--- src/rtl/core/pfn_pkg.sv ---
package pfn_pkg;

  localparam int MAX_OCTAVES = 8;
  localparam int FRAC_BITS   = 16;
  localparam int OCT_W       = $clog2(MAX_OCTAVES);
  localparam int OCTCNT_W    = 4;
  localparam int MODE_W      = 2;
  localparam int COORD_W     = 32;
  localparam int FREQ_W      = 24;
  localparam int OUT_W       = 20;
  localparam int CELL_W      = 8;
  localparam int CFG_IDX_W   = 2;
  localparam int CFG_DATA_W  = FREQ_W;

  // coord (16 fraction bits) times frequency (16 fraction bits)
  localparam int PT_FRAC = 32;
  localparam int PT_W    = PT_FRAC + CELL_W;

  localparam int FX_ONE = 1 << FRAC_BITS;
  localparam int CRD_W  = FRAC_BITS + 2;
  localparam int GRD_W  = FRAC_BITS + 4;
  localparam int LX_W   = FRAC_BITS + 5;
  localparam int TERM_W = FRAC_BITS + 6;
  localparam int ACC_W  = TERM_W + MAX_OCTAVES + 1;

  // normalization: N = 2|acc| + tot, q = floor(N / (2 tot)) by reciprocal
  localparam int NUM_W     = FRAC_BITS + MAX_OCTAVES + 3;
  localparam int RCP_W     = 30;
  localparam int RECIP_SH  = 37;
  localparam int Q_W       = NUM_W + RCP_W - RECIP_SH;
  localparam int TOT_W     = MAX_OCTAVES + 1;

  localparam int QDEPTH = 4;
  localparam int QPTR_W = $clog2(QDEPTH);
  localparam int QCNT_W = QPTR_W + 1;

  localparam int OUT_MAX = (1 << (OUT_W - 1)) - 1;
  localparam int OUT_MIN = -(1 << (OUT_W - 1));

  localparam logic [MODE_W-1:0] MODE_FBM    = 2'd0;
  localparam logic [MODE_W-1:0] MODE_BILLOW = 2'd1;
  localparam logic [MODE_W-1:0] MODE_RIDGED = 2'd2;

  localparam logic [CFG_IDX_W-1:0] CFG_MODE = 2'd0;
  localparam logic [CFG_IDX_W-1:0] CFG_FREQ = 2'd1;
  localparam logic [CFG_IDX_W-1:0] CFG_OCT  = 2'd2;

  typedef struct packed {
    logic [PT_W-1:0] px;
    logic [PT_W-1:0] py;
  } point_t;

  typedef struct packed {
    logic             last;
    logic [OCT_W-1:0] oct;
  } oct_tag_t;

  // ceil(2^RECIP_SH / (2 * tot)) for k = index + 1 octaves
  localparam logic [RCP_W-1:0] RECIP [MAX_OCTAVES] = '{
    30'd536870912, 30'd357913942, 30'd306783379, 30'd286331154,
    30'd277094665, 30'd272696337, 30'd270549122, 30'd269488145
  };

  localparam logic [7:0] PERM [256] = '{
    8'd151,8'd160,8'd137,8'd91,8'd90,8'd15,8'd131,8'd13,8'd201,8'd95,8'd96,8'd53,
    8'd194,8'd233,8'd7,8'd225,8'd140,8'd36,8'd103,8'd30,8'd69,8'd142,
    8'd8,8'd99,8'd37,8'd240,8'd21,8'd10,8'd23,8'd190,8'd6,8'd148,8'd247,8'd120,
    8'd234,8'd75,8'd0,8'd26,8'd197,8'd62,8'd94,8'd252,8'd219,8'd203,8'd117,
    8'd35,8'd11,8'd32,8'd57,8'd177,8'd33,8'd88,8'd237,8'd149,8'd56,8'd87,8'd174,
    8'd20,8'd125,8'd136,8'd171,8'd168,8'd68,8'd175,8'd74,8'd165,8'd71,
    8'd134,8'd139,8'd48,8'd27,8'd166,8'd77,8'd146,8'd158,8'd231,8'd83,8'd111,
    8'd229,8'd122,8'd60,8'd211,8'd133,8'd230,8'd220,8'd105,8'd92,8'd41,
    8'd55,8'd46,8'd245,8'd40,8'd244,8'd102,8'd143,8'd54,8'd65,8'd25,8'd63,8'd161,
    8'd1,8'd216,8'd80,8'd73,8'd209,8'd76,8'd132,8'd187,8'd208,8'd89,
    8'd18,8'd169,8'd200,8'd196,8'd135,8'd130,8'd116,8'd188,8'd159,8'd86,8'd164,
    8'd100,8'd109,8'd198,8'd173,8'd186,8'd3,8'd64,8'd52,8'd217,8'd226,
    8'd250,8'd124,8'd123,8'd5,8'd202,8'd38,8'd147,8'd118,8'd126,8'd255,8'd82,
    8'd85,8'd212,8'd207,8'd206,8'd59,8'd227,8'd47,8'd16,8'd58,8'd17,8'd182,
    8'd189,8'd28,8'd42,8'd223,8'd183,8'd170,8'd213,8'd119,8'd248,8'd152,8'd2,
    8'd44,8'd154,8'd163,8'd70,8'd221,8'd153,8'd101,8'd155,8'd167,8'd43,
    8'd172,8'd9,8'd129,8'd22,8'd39,8'd253,8'd19,8'd98,8'd108,8'd110,8'd79,8'd113,
    8'd224,8'd232,8'd178,8'd185,8'd112,8'd104,8'd218,8'd246,8'd97,
    8'd228,8'd251,8'd34,8'd242,8'd193,8'd238,8'd210,8'd144,8'd12,8'd191,8'd179,
    8'd162,8'd241,8'd81,8'd51,8'd145,8'd235,8'd249,8'd14,8'd239,
    8'd107,8'd49,8'd192,8'd214,8'd31,8'd181,8'd199,8'd106,8'd157,8'd184,8'd84,
    8'd204,8'd176,8'd115,8'd121,8'd50,8'd45,8'd127,8'd4,8'd150,8'd254,
    8'd138,8'd236,8'd205,8'd93,8'd222,8'd114,8'd67,8'd29,8'd24,8'd72,8'd243,
    8'd141,8'd128,8'd195,8'd78,8'd66,8'd215,8'd61,8'd156,8'd180
  };

  // amplitude total for kidx + 1 octaves: 2^M - 2^(M-1-kidx)
  function automatic logic [TOT_W-1:0] tot_f(input logic [OCT_W-1:0] kidx);
    return TOT_W'((1 << MAX_OCTAVES) - (1 << (MAX_OCTAVES - 1 - int'(kidx))));
  endfunction

  // 8-direction gradient: +-u +- 2v
  function automatic logic signed [GRD_W-1:0] grad_f(
    input logic [2:0] h, input logic signed [CRD_W-1:0] x, input logic signed [CRD_W-1:0] y);
    logic signed [GRD_W-1:0] u;
    logic signed [GRD_W-1:0] v;
    logic signed [GRD_W-1:0] r;
    u = h[2] ? GRD_W'(y) : GRD_W'(x);
    v = h[2] ? GRD_W'(x) : GRD_W'(y);
    r = h[0] ? -u : u;
    return r + (h[1] ? -(v <<< 1) : (v <<< 1));
  endfunction

  // a + floor((b - a) * f / 2^F)
  function automatic logic signed [LX_W-1:0] lerp_f(
    input logic [FRAC_BITS:0] f, input logic signed [LX_W-1:0] a,
    input logic signed [LX_W-1:0] b);
    logic signed [LX_W:0]             d;
    logic signed [LX_W+FRAC_BITS+2:0] p;
    d = (LX_W+1)'(b) - (LX_W+1)'(a);
    p = d * $signed({1'b0, f});
    return a + LX_W'(p >>> FRAC_BITS);
  endfunction

endpackage

--- src/rtl/core/pfn_front.sv ---
module pfn_front import pfn_pkg::*; (
  input  logic                      clk,
  input  logic                      rst_n,
  input  logic                      take,
  input  logic signed [COORD_W-1:0] coord_x,
  input  logic signed [COORD_W-1:0] coord_y,
  input  logic [FREQ_W-1:0]         freq,
  output logic                      push,
  output point_t                    pt
);

  logic                      cap_vld_r;
  logic signed [COORD_W-1:0] cx_r;
  logic signed [COORD_W-1:0] cy_r;
  logic signed [COORD_W+FREQ_W:0] prod_x;
  logic signed [COORD_W+FREQ_W:0] prod_y;

  always_ff @(posedge clk) begin
    if (!rst_n) begin
      cap_vld_r <= 1'b0;
    end else begin
      cap_vld_r <= take;
    end
  end

  always_ff @(posedge clk) begin
    if (take) begin
      cx_r <= coord_x;
      cy_r <= coord_y;
    end
  end

  // scaled point, only the low PT_W bits matter (lattice wraps at 256)
  assign prod_x = cx_r * $signed({1'b0, freq});
  assign prod_y = cy_r * $signed({1'b0, freq});
  assign push   = cap_vld_r;
  assign pt.px  = prod_x[PT_W-1:0];
  assign pt.py  = prod_y[PT_W-1:0];

endmodule

--- config.mk ---
export PLATFORM = sky130hd
export DESIGN_NAME = pfn_front
export DESIGN_NICKNAME = d
export VERILOG_FILES = /design/src/rtl/core/pfn_pkg.sv /design/src/rtl/core/pfn_front.sv
export SDC_FILE = /design/constraint.sdc
export NUM_CORES = 2
export LEC_CHECK = 0
export BUFFER_PORTS_ARGS = -buffer_cell sky130_fd_sc_hd__buf_4
export CAP_MARGIN = 5
export CORE_AREA = 2 2 283 285
export CTS_BUF_LIST = sky130_fd_sc_hd__clkbuf_4 sky130_fd_sc_hd__clkbuf_8 sky130_fd_sc_hd__clkbuf_16
export CTS_CLUSTER_DIAMETER = 120
export DETAILED_ROUTE_END_ITERATION = 16
export DIE_AREA = 0 0 285 287
export PLACE_DENSITY = 0.72
export RECOVER_POWER = 50
export SETUP_SLACK_MARGIN = 0.3
export SLEW_MARGIN = 0
export SYNTH_ARGS = -nofsm -noshare
export SYNTH_HDL_FRONTEND = slang
export SYNTH_SLANG_ARGS = --single-unit
--- constraint.sdc ---
create_clock -name clk -period 21.3 [get_ports clk]
set_clock_uncertainty 0.1 [all_clocks]
set_input_delay 2.13 -clock clk [delete_from_list [all_inputs] [get_ports clk]]
set_output_delay 2.13 -clock clk [all_outputs]
set_load 0.01 [all_outputs]
==> flow_summary.toml <==
[drt]
dr.pass1.iters = 5
vias = 30455
wirelength_um = 104000
viasPerCell = 5.32
route.detailed.drc = 0
drtIter0Drc = 1739
wl_per_cell_um = 18.1
antenna_left = 0

[sta]
period_share_pct = 54.4
relSlewSlack_pct = -166
tightest_slew_ps = 3990
maxSlewViolCount = 66
finalSetupTns_ps = 0
hold_slack_ps = 1850
fmax_mhz = 86.3
rsz0062_at_grt = "false"
finalHoldViolations = 0
setup_viol_count_final = 0
period_minus_slack_ps = 11590

[placed_design]
io_buffers = 171
place_hpwl_um = 81700
place_congestion = 0.857

[cts]
max-clock-path-buffers = 2
cts_hold_buffers = 0
post-cts-setup-buffer-count = 0
htree_levels = 3
cts_tree = "yes"
numCtsBuffers = 9
cts_resized = 0
cts_root_buf = "clkbuf_16"
clkSlewWorstSetupHoldPaths_ps = 70
clock-sinks = 65

[synth]
synth-seq-area-share_pct = 4.51
synth-edff-count = 64
yosys_warnings = 0
synthCells = 4700
ys_types = 56
syn_nets = 6149
yosysTopAreaCell = "fa_1"
syn_area_per_cell_um2 = 9.16
netlist_area_mm2 = 0.0431
synth-async-reset-ratio_pct = 0
yosysTopAreaCellShare_pct = 51.9
synthFlopType = "edfxtp_1"
synth_seq_cells = 65
ys_top_cells_by_area = "fa_1 52%, inv_1 11%, and2_1 11%, ha_1 7.0%, nand2_1 5.0%"

[global_routing]
grt_pass1_vias = 33774
grt_max_degree = 66
globalRoute.totalOverflow = 0
grt_pass1_wl_um = 175000
grt.total_usage_pct = 27.1
antenna_found_initial = 3

[hold_path]
hold_class = "in2reg"
min_to = "cx_r[12]"
hold_path.startpoint = "coord_x[12]"
hold-path-cell-count = 1

[final_layout]
layout_common_cells = "1265 x inv_1, 1116 x fa_1, 752 x and2_1"
fin_util_pct = 57.6
drive_gt1_share_pct = 4.91
layout_commonest_cell = "inv_1"
syn2layout_area_growth_pct = 5.09
nets = 6112

[flow_run]
drv_cap = 1

[worst_setup_path]
crit_path_start_kind = "primary input"
critPathMaxFanout = 64
cp.arrival_ps = 9360
path_class = "in2out"
crit_required_ps = 19070
crit_path_end_kind = "output port"

[die]
dieHeight_um = 287
start_util_pct = 54.8
core-area_mm2 = 0.0786
die_x_um = 285
num_rows = 103
ios = 172
die-area_mm2 = 0.0818

[outcome]
status = "finished, violations left"
violations = "capacitance limit, slew limit"
[metrics by stage]
step	setup slack (ps)	cell area, µm²	cells
6_report	9710	45300	5720
5_1_grt	9330	45300	5720
4_1_cts	9730	45300	5718
3_5_place_dp	9720	44900	5702
3_3_place_gp	9770	44900	5702
2_1_floorplan	10610	43100	4700
[layout make-up]
cell class                      count  area, µm²
Clock inverter                      7        108
Antenna cell                        2       5.00
Tap cell                         1050       1310
Sequential cell                    65       1940
Timing Repair Buffer              195       1450
Multi-Input combinational cell   3127      35500
Clock buffer                        9        225
Fill cell                        6957      33400
Inverter                         1265       4750
[flip-flops by register name (all words and copies together) (netlist names)]
signal,count
push,1
cx_r,32
cy_r,32
[cells in the mapped netlist (all sizes together) (2+ instances only)]
master	count
inv	1265
fa	1116
and2	752
nand2	578
clkbuf	243
ha	242
xnor2	107
a21oi	65
edfxtp	64
nor2	40
xor2	35
a21o	33
o21ai	32
o21a	14
nand3	11
and3	9
nand2b	9
a2111oi	8
a211oi	8
nor3	8
a211o	7
o211ai	6
o21bai	6
nor2b	5
or3	5
o31ai	4
a31oi	3
nand4	3
a21bo	2
and4	2
o2111ai	2
o22ai	2
o31a	2
[routing by layer]
| metal | vias to the layer above | GRT usage, % | part of all wire (%) |
|---|---|---|---|
| met5 | - | 0 | 0 |
| met4 | 0 | 9.99 | 4.2 |
| met3 | 236 | 3.29 | 5.5 |
| met2 | 991 | 48.6 | 52 |
| met1 | 16035 | 33.8 | 38 |
| li1 | 13193 | - | - |
[how the worst max path moves through the flow]
stage / slack [ps] / endpoint / start / cells past startpoint
2_1_floorplan: 10610 / pt[39] / freq[1] / 23
3_3_place_gp: 9770 / pt[39] / freq[2] / 23
3_5_place_dp: 9720 / pt[39] / freq[1] / 23
4_1_cts: 9730 / pt[39] / freq[1] / 23
5_1_grt: 9330 / pt[39] / freq[4] / 23
6_report: 9710 / pt[39] / freq[4] / 23
[cell families (layout without fill, tap and decap cells)]
| group | count (synthesis) | in the layout | synth area share (%) |
|---|---|---|---|
| compound gates | 203 | 203 | 3.48 |
| xor+xnor | 142 | 142 | 2.89 |
| fa+ha+maj | 1358 | 1358 | 58.9 |
| buf+inv | 1508 | 1476 | 13.1 |
| flops | 65 | 65 | 4.51 |
| other cells | 0 | 2 | 0 |
| simple gates | 1424 | 1424 | 17.1 |
[worst max-delay path, cell delays in order]
cell and delay, ps:
buf_4 550, nand2_1 200, fa_1 610, fa_1 440, fa_1 460, fa_1 560
inv_1 70, fa_1 490, fa_1 500, inv_1 50, fa_1 470, inv_1 40
ha_1 360, a2111oi_0 380, o21ai_0 150, o21a_1 160, a221o_1 320, o21ai_1 430
o31ai_2 180, a211o_1 280, a21oi_1 170, xnor2_1 140, buf_4 140
Power is not shown: default switching activity piles up to over one toggle a cycle in this logic, so the estimate is an artifact.
