## config.mk

```make
export PLATFORM = sky130hd
export DESIGN_NAME = pfn_queue
export DESIGN_NICKNAME = d
export VERILOG_FILES = /design/src/rtl/core/pfn_pkg.sv /design/src/rtl/core/pfn_queue.sv
export SDC_FILE = /design/constraint.sdc
export NUM_CORES = 1
export LEC_CHECK = 0
export BUFFER_PORTS_ARGS = -buffer_cell sky130_fd_sc_hd__clkbuf_2
export CAP_MARGIN = 20
export CORE_MARGIN = 3
export CORE_UTILIZATION = 50
export DETAILED_ROUTE_END_ITERATION = 10
export PLACE_DENSITY = 0.71
export SLEW_MARGIN = 10
export SYNTH_ARGS = -nofsm -noshare
export SYNTH_HDL_FRONTEND = slang
export SYNTH_SLANG_ARGS = --single-unit
```

## constraint.sdc

```tcl
create_clock -name clk -period 4.6 [get_ports clk]
set_clock_uncertainty 0.1 [all_clocks]
set_input_delay 0.92 -clock clk [delete_from_list [all_inputs] [get_ports clk]]
set_output_delay 0.92 -clock clk [all_outputs]
set_load 0.01 [all_outputs]
```

## src/rtl/core/pfn_pkg.sv

```systemverilog
package pfn_pkg;

  localparam int MAX_OCTAVES = 8;
  localparam int FRAC_BITS   = 16;
  localparam int OCT_W       = $clog2(MAX_OCTAVES);
  localparam int OCTCNT_W    = 4;
  localparam int MODE_W      = 2;
  localparam int COORD_W     = 32;
  localparam int FREQ_W      = 24;
  localparam int OUT_W       = 20;
  localparam int CELL_W      = 8;
  localparam int CFG_IDX_W   = 2;
  localparam int CFG_DATA_W  = FREQ_W;

  // coord (16 fraction bits) times frequency (16 fraction bits)
  localparam int PT_FRAC = 32;
  localparam int PT_W    = PT_FRAC + CELL_W;

  localparam int FX_ONE = 1 << FRAC_BITS;
  localparam int CRD_W  = FRAC_BITS + 2;
  localparam int GRD_W  = FRAC_BITS + 4;
  localparam int LX_W   = FRAC_BITS + 5;
  localparam int TERM_W = FRAC_BITS + 6;
  localparam int ACC_W  = TERM_W + MAX_OCTAVES + 1;

  // normalization: N = 2|acc| + tot, q = floor(N / (2 tot)) by reciprocal
  localparam int NUM_W     = FRAC_BITS + MAX_OCTAVES + 3;
  localparam int RCP_W     = 30;
  localparam int RECIP_SH  = 37;
  localparam int Q_W       = NUM_W + RCP_W - RECIP_SH;
  localparam int TOT_W     = MAX_OCTAVES + 1;

  localparam int QDEPTH = 4;
  localparam int QPTR_W = $clog2(QDEPTH);
  localparam int QCNT_W = QPTR_W + 1;

  localparam int OUT_MAX = (1 << (OUT_W - 1)) - 1;
  localparam int OUT_MIN = -(1 << (OUT_W - 1));

  localparam logic [MODE_W-1:0] MODE_FBM    = 2'd0;
  localparam logic [MODE_W-1:0] MODE_BILLOW = 2'd1;
  localparam logic [MODE_W-1:0] MODE_RIDGED = 2'd2;

  localparam logic [CFG_IDX_W-1:0] CFG_MODE = 2'd0;
  localparam logic [CFG_IDX_W-1:0] CFG_FREQ = 2'd1;
  localparam logic [CFG_IDX_W-1:0] CFG_OCT  = 2'd2;

  typedef struct packed {
    logic [PT_W-1:0] px;
    logic [PT_W-1:0] py;
  } point_t;

  typedef struct packed {
    logic             last;
    logic [OCT_W-1:0] oct;
  } oct_tag_t;

  // ceil(2^RECIP_SH / (2 * tot)) for k = index + 1 octaves
  localparam logic [RCP_W-1:0] RECIP [MAX_OCTAVES] = '{
    30'd536870912, 30'd357913942, 30'd306783379, 30'd286331154,
    30'd277094665, 30'd272696337, 30'd270549122, 30'd269488145
  };

  localparam logic [7:0] PERM [256] = '{
    8'd151,8'd160,8'd137,8'd91,8'd90,8'd15,8'd131,8'd13,8'd201,8'd95,8'd96,8'd53,
    8'd194,8'd233,8'd7,8'd225,8'd140,8'd36,8'd103,8'd30,8'd69,8'd142,
    8'd8,8'd99,8'd37,8'd240,8'd21,8'd10,8'd23,8'd190,8'd6,8'd148,8'd247,8'd120,
    8'd234,8'd75,8'd0,8'd26,8'd197,8'd62,8'd94,8'd252,8'd219,8'd203,8'd117,
    8'd35,8'd11,8'd32,8'd57,8'd177,8'd33,8'd88,8'd237,8'd149,8'd56,8'd87,8'd174,
    8'd20,8'd125,8'd136,8'd171,8'd168,8'd68,8'd175,8'd74,8'd165,8'd71,
    8'd134,8'd139,8'd48,8'd27,8'd166,8'd77,8'd146,8'd158,8'd231,8'd83,8'd111,
    8'd229,8'd122,8'd60,8'd211,8'd133,8'd230,8'd220,8'd105,8'd92,8'd41,
    8'd55,8'd46,8'd245,8'd40,8'd244,8'd102,8'd143,8'd54,8'd65,8'd25,8'd63,8'd161,
    8'd1,8'd216,8'd80,8'd73,8'd209,8'd76,8'd132,8'd187,8'd208,8'd89,
    8'd18,8'd169,8'd200,8'd196,8'd135,8'd130,8'd116,8'd188,8'd159,8'd86,8'd164,
    8'd100,8'd109,8'd198,8'd173,8'd186,8'd3,8'd64,8'd52,8'd217,8'd226,
    8'd250,8'd124,8'd123,8'd5,8'd202,8'd38,8'd147,8'd118,8'd126,8'd255,8'd82,
    8'd85,8'd212,8'd207,8'd206,8'd59,8'd227,8'd47,8'd16,8'd58,8'd17,8'd182,
    8'd189,8'd28,8'd42,8'd223,8'd183,8'd170,8'd213,8'd119,8'd248,8'd152,8'd2,
    8'd44,8'd154,8'd163,8'd70,8'd221,8'd153,8'd101,8'd155,8'd167,8'd43,
    8'd172,8'd9,8'd129,8'd22,8'd39,8'd253,8'd19,8'd98,8'd108,8'd110,8'd79,8'd113,
    8'd224,8'd232,8'd178,8'd185,8'd112,8'd104,8'd218,8'd246,8'd97,
    8'd228,8'd251,8'd34,8'd242,8'd193,8'd238,8'd210,8'd144,8'd12,8'd191,8'd179,
    8'd162,8'd241,8'd81,8'd51,8'd145,8'd235,8'd249,8'd14,8'd239,
    8'd107,8'd49,8'd192,8'd214,8'd31,8'd181,8'd199,8'd106,8'd157,8'd184,8'd84,
    8'd204,8'd176,8'd115,8'd121,8'd50,8'd45,8'd127,8'd4,8'd150,8'd254,
    8'd138,8'd236,8'd205,8'd93,8'd222,8'd114,8'd67,8'd29,8'd24,8'd72,8'd243,
    8'd141,8'd128,8'd195,8'd78,8'd66,8'd215,8'd61,8'd156,8'd180
  };

  // amplitude total for kidx + 1 octaves: 2^M - 2^(M-1-kidx)
  function automatic logic [TOT_W-1:0] tot_f(input logic [OCT_W-1:0] kidx);
    return TOT_W'((1 << MAX_OCTAVES) - (1 << (MAX_OCTAVES - 1 - int'(kidx))));
  endfunction

  // 8-direction gradient: +-u +- 2v
  function automatic logic signed [GRD_W-1:0] grad_f(
    input logic [2:0] h, input logic signed [CRD_W-1:0] x, input logic signed [CRD_W-1:0] y);
    logic signed [GRD_W-1:0] u;
    logic signed [GRD_W-1:0] v;
    logic signed [GRD_W-1:0] r;
    u = h[2] ? GRD_W'(y) : GRD_W'(x);
    v = h[2] ? GRD_W'(x) : GRD_W'(y);
    r = h[0] ? -u : u;
    return r + (h[1] ? -(v <<< 1) : (v <<< 1));
  endfunction

  // a + floor((b - a) * f / 2^F)
  function automatic logic signed [LX_W-1:0] lerp_f(
    input logic [FRAC_BITS:0] f, input logic signed [LX_W-1:0] a,
    input logic signed [LX_W-1:0] b);
    logic signed [LX_W:0]             d;
    logic signed [LX_W+FRAC_BITS+2:0] p;
    d = (LX_W+1)'(b) - (LX_W+1)'(a);
    p = d * $signed({1'b0, f});
    return a + LX_W'(p >>> FRAC_BITS);
  endfunction

endpackage

```

## src/rtl/core/pfn_queue.sv

```systemverilog
module pfn_queue import pfn_pkg::*; (
  input  logic              clk,
  input  logic              rst_n,
  input  logic              push,
  input  point_t            wdata,
  input  logic              pop,
  output logic              valid,
  output point_t            rdata,
  output logic [QCNT_W-1:0] count
);

  point_t              mem_r [QDEPTH];
  logic [QPTR_W-1:0]   wr_ptr_r;
  logic [QPTR_W-1:0]   rd_ptr_r;
  logic [QCNT_W-1:0]   cnt_r;
  logic [QCNT_W-1:0]   cnt_nxt;

  always_comb begin
    cnt_nxt = cnt_r;
    if (push && !pop) cnt_nxt = cnt_r + QCNT_W'(1);
    if (!push && pop) cnt_nxt = cnt_r - QCNT_W'(1);
  end

  always_ff @(posedge clk) begin
    if (!rst_n) begin
      wr_ptr_r <= '0;
      rd_ptr_r <= '0;
      cnt_r    <= '0;
    end else begin
      if (push) wr_ptr_r <= wr_ptr_r + QPTR_W'(1);
      if (pop)  rd_ptr_r <= rd_ptr_r + QPTR_W'(1);
      cnt_r <= cnt_nxt;
    end
  end

  always_ff @(posedge clk) begin
    if (push) mem_r[wr_ptr_r] <= wdata;
  end

  assign valid = (cnt_r != '0);
  assign rdata = mem_r[rd_ptr_r];
  assign count = cnt_r;

endmodule

```

==> results.md, run 1 <==
- Status: complete, no violations
- Antenna violations before repair: 1
- Die Span Y: 161 µm
- FF-to-FF End: mem_r[3][42]$_DFFE_PP_
- Mapped Area: 12,100 µm²
- Clk sinks: 329
- Reg2Reg Launch Point: wr_ptr_r[0]$_SDFFE_PN0P_
- Vias in the first global route: 6,109
- Post-layout min period: 3460 ps
- Initial Util: 51.1%
- Critical path peak fanout: 25
- Rel. slew slack: 37.0%
- Number of core rows: 56
- Final TNS setup: 0 ps
- First-pass GRT wire length: 33.8 mm
- Largest area contributor in the netlist: edfxtp_1
- Worst Max-Slew Pin Slew: 945 ps
- # DRC: 0
- CP Data Required Time: 3580 ps
- Cells after synthesis: 463
- WL final: 21.1 mm
- Post-CTS Resized: 0
- Worst r2r path cells: 3
- Max-cap check violation count: 0
- CTS Buf Count: 34
- Setup Fix Bufs, Post-CTS: 0
- Overflow after GRT: 0
- Syn_area_per_cell: 26.1 µm²
- Pleak: 4.86 nW
- Hold_buf cts: 0
- Hold Slack: 431 ps
- H-tree depth: 2
- Arrival time worst endpoint: 2440 ps
- Area Overhead vs Synth: 18.3%
- Pwr Density: 469 nW/µm²
- Distinct cells, synth: 19
- Flops & latches, synth: 329
- Clk_lat worst skew: 490 ps
- Top cells by area in the synthesized netlist: edfxtp_1, mux4_2, dfxtp_1
- Tightest Hold Check Type: reg2reg
- DR iter-0 viols: 351
- Die width: 161 µm
- Final net count: 750
- Post-DR vias/cell: 5.40
- Clock Tree Buf Depth: 3
- Syn nets: 553
- Final setup fails: 0
- Detailed placer's ending HPWL: 12.7 mm
- Commonest non-fill, non-tap cell in the layout: edfxtp_1
- Ports: 168
- Synth top area share: 79.6%
- Period utilization: 75.3%
- Core Region: 23,600 µm²
- Clock Pin Slew Worst Setup and Hold Paths: 60 ps
- CP Capture Type: primary output
- Die area: 26,000 µm²
- Drt pass-1 iters: 4
- Hold Path Origin: count[2]$_SDFFE_PN0P_
- Port buffer count: 167
- Maximum clock frequency: 289 MHz
- Setup CP Type: reg2out
- Synth warnings: 0
- Setup slack, reg-to-reg: 2440 ps
- Hold Crit Depth: 2
- Peak supply drop: 0.311 mV
- Antenna-violating nets left: 0
- Hold EP: count[2]$_SDFFE_PN0P_
- Pin count of the biggest net entering global routing: 61
- Final hold violation count: 0
- Share of cells above drive strength 1: 44.8%
- Avg WL per Cell: 21.1 µm
- CTS tree: built
- Worst Setup Start Kind: flop
- DR vias: 5,414
- Most frequent cells in the layout: edfxtp_1, clkbuf_2, mux4_2, clkbuf_16, buf_4
- N_diodes: 0
- GPL Wtd Cong: 0.690
- RSZ-0062 raised after global routing: no
- Slew Limit Fails: 0
- Root buf cell: clkbuf_16
- Seq/Total Area, Yosys: 81.1%
- Overall Global Routing Usage: 16.8%
## kinds of logic after synthesis
kind of cell | after synthesis | synth area share, %
DFF | 329 | 81.1
adders and majority gates | 6 | 0.684
muxes | 81 | 15.0
buffers and inverters | 24 | 1.97
and+or+nand+nor | 15 | 0.736
xor gates and xnor gates | 5 | 0.363
AOI/OAI and AO/OA | 3 | 0.145
## registers in the layout, summed over array words and instances (netlist names), named ones only
register / cells
mem_r: 320
wr_ptr_r: 2
rd_ptr_r: 2
count: 3
## Yosys cell counts
library cell and instances:
o21ai_0 2, and2_1 10, ha_1 5, buf_6 1, a21boi_0 1, inv_1 6
or3_1 2, mux4_2 80, xnor2_1 2, edfxtp_1 320, buf_2 8, xor2_1 3
mux2i_1 1, buf_1 1, dfxtp_1 9, buf_12 8, fa_1 1, nor2b_1 1
nand2_1 2
## report_power, final
part / switching (W) / internal [W] / total [W]
Combinational: 0.000311 / 0.000283 / 0.000594
Clock: 0.00103 / 0.00157 / 0.00259
Sequential: 0.0000596 / 0.00344 / 0.00350
Total: 0.00140 / 0.00529 / 0.00669
## worst max-delay path: stages (launching register included)
cell and delay, ps:
dfxtp_4 660, buf_4 520, mux4_2 590, clkbuf_2 150
## per-stage QoR
| stage | setup slack [ps] | area [µm²] | total power [W] | utilization, % | instances |
|---|---|---|---|---|---|
| 2_1_floorplan | 1270 | 12100 | 0.00394 | - | 463 |
| 3_3_place_gp | 1580 | 13200 | 0.00415 | 56.0 | 943 |
| 3_5_place_dp | 1550 | 13200 | 0.00418 | 56.0 | 943 |
| 4_1_cts | 1020 | 14300 | 0.00678 | 60.5 | 1002 |
| 5_1_grt | 916 | 14300 | 0.00696 | 60.5 | 1002 |
| 6_report | 1140 | 14300 | 0.00669 | 60.5 | 1002 |
## how the worst max path moves through the flow
stage,startpoint,endpoint
final,flop,rdata[65]
after global routing,flop,rdata[65]
after CTS,flop,rdata[65]
after detailed placement,flop,rdata[65]
after global placement,flop,rdata[64]
after floorplan,push,mem_r[0][0]$_DFFE_PP_
## area by class of cell
cell class                 count  area, µm²
sequential                   329       9800
inverter                       6       22.5
fill                        1693       9340
multi-input combinational    110       2050
tap                          319        399
timing repair buffer         179        938
clock inverter                13        106
clock buffer                  46        960
## per-layer routing
metal / global-route usage, % / vias to the layer above / wire, µm
li1: - / 2370 / -
met1: 22.2 / 2844 / 8600
met2: 27.8 / 157 / 10600
met3: 4.36 / 41 / 1370
met4: 5.16 / 2 / 481
met5: 0 / - / 13
No activity file was read; power rests on OpenSTA's default activity.
==> run 2, diff against run 1 <==
- PLACE_DENSITY: 0.71 -> 0.74
- clock period: 4.6 -> 3.1 ns (I/O delays scaled with it)
==> results.md, run 2 (same netlist as run 1, synthesis figures left out) <==
- Setup Fix Bufs, Post-CTS: 0 (unchanged)
- Core Region: 23,600 µm² (unchanged)
- Die width: 161 µm (unchanged)
- CTS tree: built (unchanged)
- Max reg flops: 320 (unchanged)
- Die area: 26,000 µm² (unchanged)
- Crit path cell chain: buf_12 > mux4_2 > clkbuf_2 (was buf_4 > mux4_2 > clkbuf_2)
- Overflow after GRT: 0 (unchanged)
- Hold Path Origin: wdata[14] (was count[2]$_SDFFE_PN0P_)
- Overall Global Routing Usage: 16.5% (was 16.8%)
- Reg2Reg Launch Point: wr_ptr_r[0]$_SDFFE_PN0P_ (unchanged)
- Period utilization: 87.8%
- Most frequent cells in the layout: edfxtp_1, clkbuf_2, mux4_2, clkbuf_16, clkbuf_1 (was edfxtp_1, clkbuf_2, mux4_2, clkbuf_16, buf_4)
- Pwr Density: 700 nW/µm² (was 469 nW/µm²)
- Area Overhead vs Synth: 19.4% (was 18.3%)
- Vias in the first global route: 5,899 (was 6,109)
- Worst Max-Slew Pin Slew: 505 ps (was 945 ps)
- Commonest non-fill, non-tap cell in the layout: edfxtp_1 (unchanged)
- Port buffer count: 167 (unchanged)
- N_diodes: 0 (unchanged)
- Antenna violations before repair: 1 (unchanged)
- Avg WL per Cell: 21.0 µm (was 21.1 µm)
- Clk sinks: 329 (unchanged)
- Reg with most FFs: mem_r (unchanged)
- Clock Pin Slew Worst Setup and Hold Paths: 60 ps (about the same)
- Maximum clock frequency: 367 MHz
- Die Span Y: 161 µm (unchanged)
- Arrival time worst endpoint: 2000 ps (was 2440 ps)
- First-pass GRT wire length: 33.0 mm (was 33.8 mm)
- Hold_buf cts: 0 (unchanged)
- Peak supply drop: 0.477 mV (was 0.311 mV)
- Post-CTS Resized: 0 (unchanged)
- Critical path peak fanout: 47 (was 25)
- Setup CP Type: reg2out (unchanged)
- GPL Wtd Cong: 0.728 (was 0.690)
- Post-DR vias/cell: 5.35 (was 5.40)
- Drt pass-1 iters: 4 (unchanged)
- Power, Total: 0.0101 W (was 0.00669 W)
- Clk_lat worst skew: 490 ps (about the same)
- Clock Tree Buf Depth: 3 (unchanged)
- CP max stage delay: 600 ps (was 660 ps)
- Final hold violation count: 0 (unchanged)
- Post-layout min period: 2720 ps
- RSZ-0062 raised after global routing: no (unchanged)
- Max-cap check violation count: 0 (unchanged)
- CP Capture Type: primary output (unchanged)
- Tightest Hold Check Type: in2reg (was reg2reg)
- Ports: 168 (unchanged)
- Rel. slew slack: 66.3% (was 37.0%)
- WL final: 21.1 mm (about the same)
- Share of cells above drive strength 1: 45.8% (was 44.8%)
- CTS Buf Count: 34 (unchanged)
- Antenna-violating nets left: 0 (unchanged)
- Initial Util: 51.1% (unchanged)
- DR vias: 5,380 (was 5,414)
- H-tree depth: 2 (unchanged)
- CP Data Required Time: 2380 ps (was 3580 ps)
- DR iter-0 viols: 309 (was 351)
- Status: complete, no violations (unchanged)
- Final net count: 750 (unchanged)
- Pleak: 4.91 nW (was 4.86 nW)
- Detailed placer's ending HPWL: 12.9 mm (was 12.7 mm)
- Final setup fails: 0 (unchanged)
- Setup slack, reg-to-reg: 1250 ps (was 2440 ps)
- Number of core rows: 56 (unchanged)
- Worst Setup Start Kind: flop (unchanged)
- Final TNS setup: 0 ps (unchanged)
- Worst-path cell with the longest stage delay: mux4_2 (was dfxtp_4)
- Pin count of the biggest net entering global routing: 81 (was 61)
- # DRC: 0 (unchanged)
- Slew Limit Fails: 0 (unchanged)
- Root buf cell: clkbuf_16 (unchanged)
run 2: cell count changes in the layout (fill, tap and decap cells not counted), sizes merged:
cell	previous run	this run
inv	6	8
bufinv	2	3
clkbuf	213	214
clkinvlp	1	0
run 2: final cells by class:
cell class | instances | area, µm²
flip-flops and latches | 329 | 9800
fillers | 1681 | 9200
multi-input cells | 110 | 2050
repair buffers | 179 | 1010
clock buffers | 47 | 963
well taps | 319 | 399
clock inverters | 15 | 161
inverters | 6 | 22.5
run 2: through the flow:
| stage | util, % | cells | hold WS [ps] | setup WS, ps | instance area [µm²] |
|---|---|---|---|---|---|
| 6_report | 61.0 | 1005 | 243 | 377 | 14400 |
| 3_5_place_dp | 56.3 | 943 | 443 | 797 | 13300 |
| 4_1_cts | 61.0 | 1005 | 220 | 327 | 14400 |
| 3_3_place_gp | 56.3 | 943 | 386 | 874 | 13300 |
| 5_1_grt | 61.0 | 1005 | 227 | 263 | 14400 |
| 2_1_floorplan | - | 463 | 416 | 70.0 | 12100 |
run 2: routing by layer:
metal | track usage, % | part of all wire, % | vias up
met4 | 4.58 | 2.0 | 2
met3 | 4.44 | 6.0 | 44
met5 | 0 | 0.062 | -
met1 | 21.6 | 41 | 2814
met2 | 27.8 | 51 | 142
li1 | - | - | 2378
run 2: power breakdown:
group	total, W	internal [W]	leakage (nW)	switching, W
clock network	0.00399	0.00244	0.552	0.00155
registers	0.00517	0.00511	3.01	0.0000596
logic	0.000931	0.000435	1.35	0.000497
run 2: worst paths after layout:
check / depth (start not counted) / endpoint
max: 3 / rdata[31]
max reg2reg: 4 / mem_r[2][15]$_DFFE_PP_
min: 1 / mem_r[3][14]$_DFFE_PP_
min reg2reg: 2 / count[2]$_SDFFE_PN0P_
run 2: critical path: cells and delay by family (launching register included):
kind	cells	cell delay [ps]
mux	1	600
buf+inv	2	460
flops	1	370
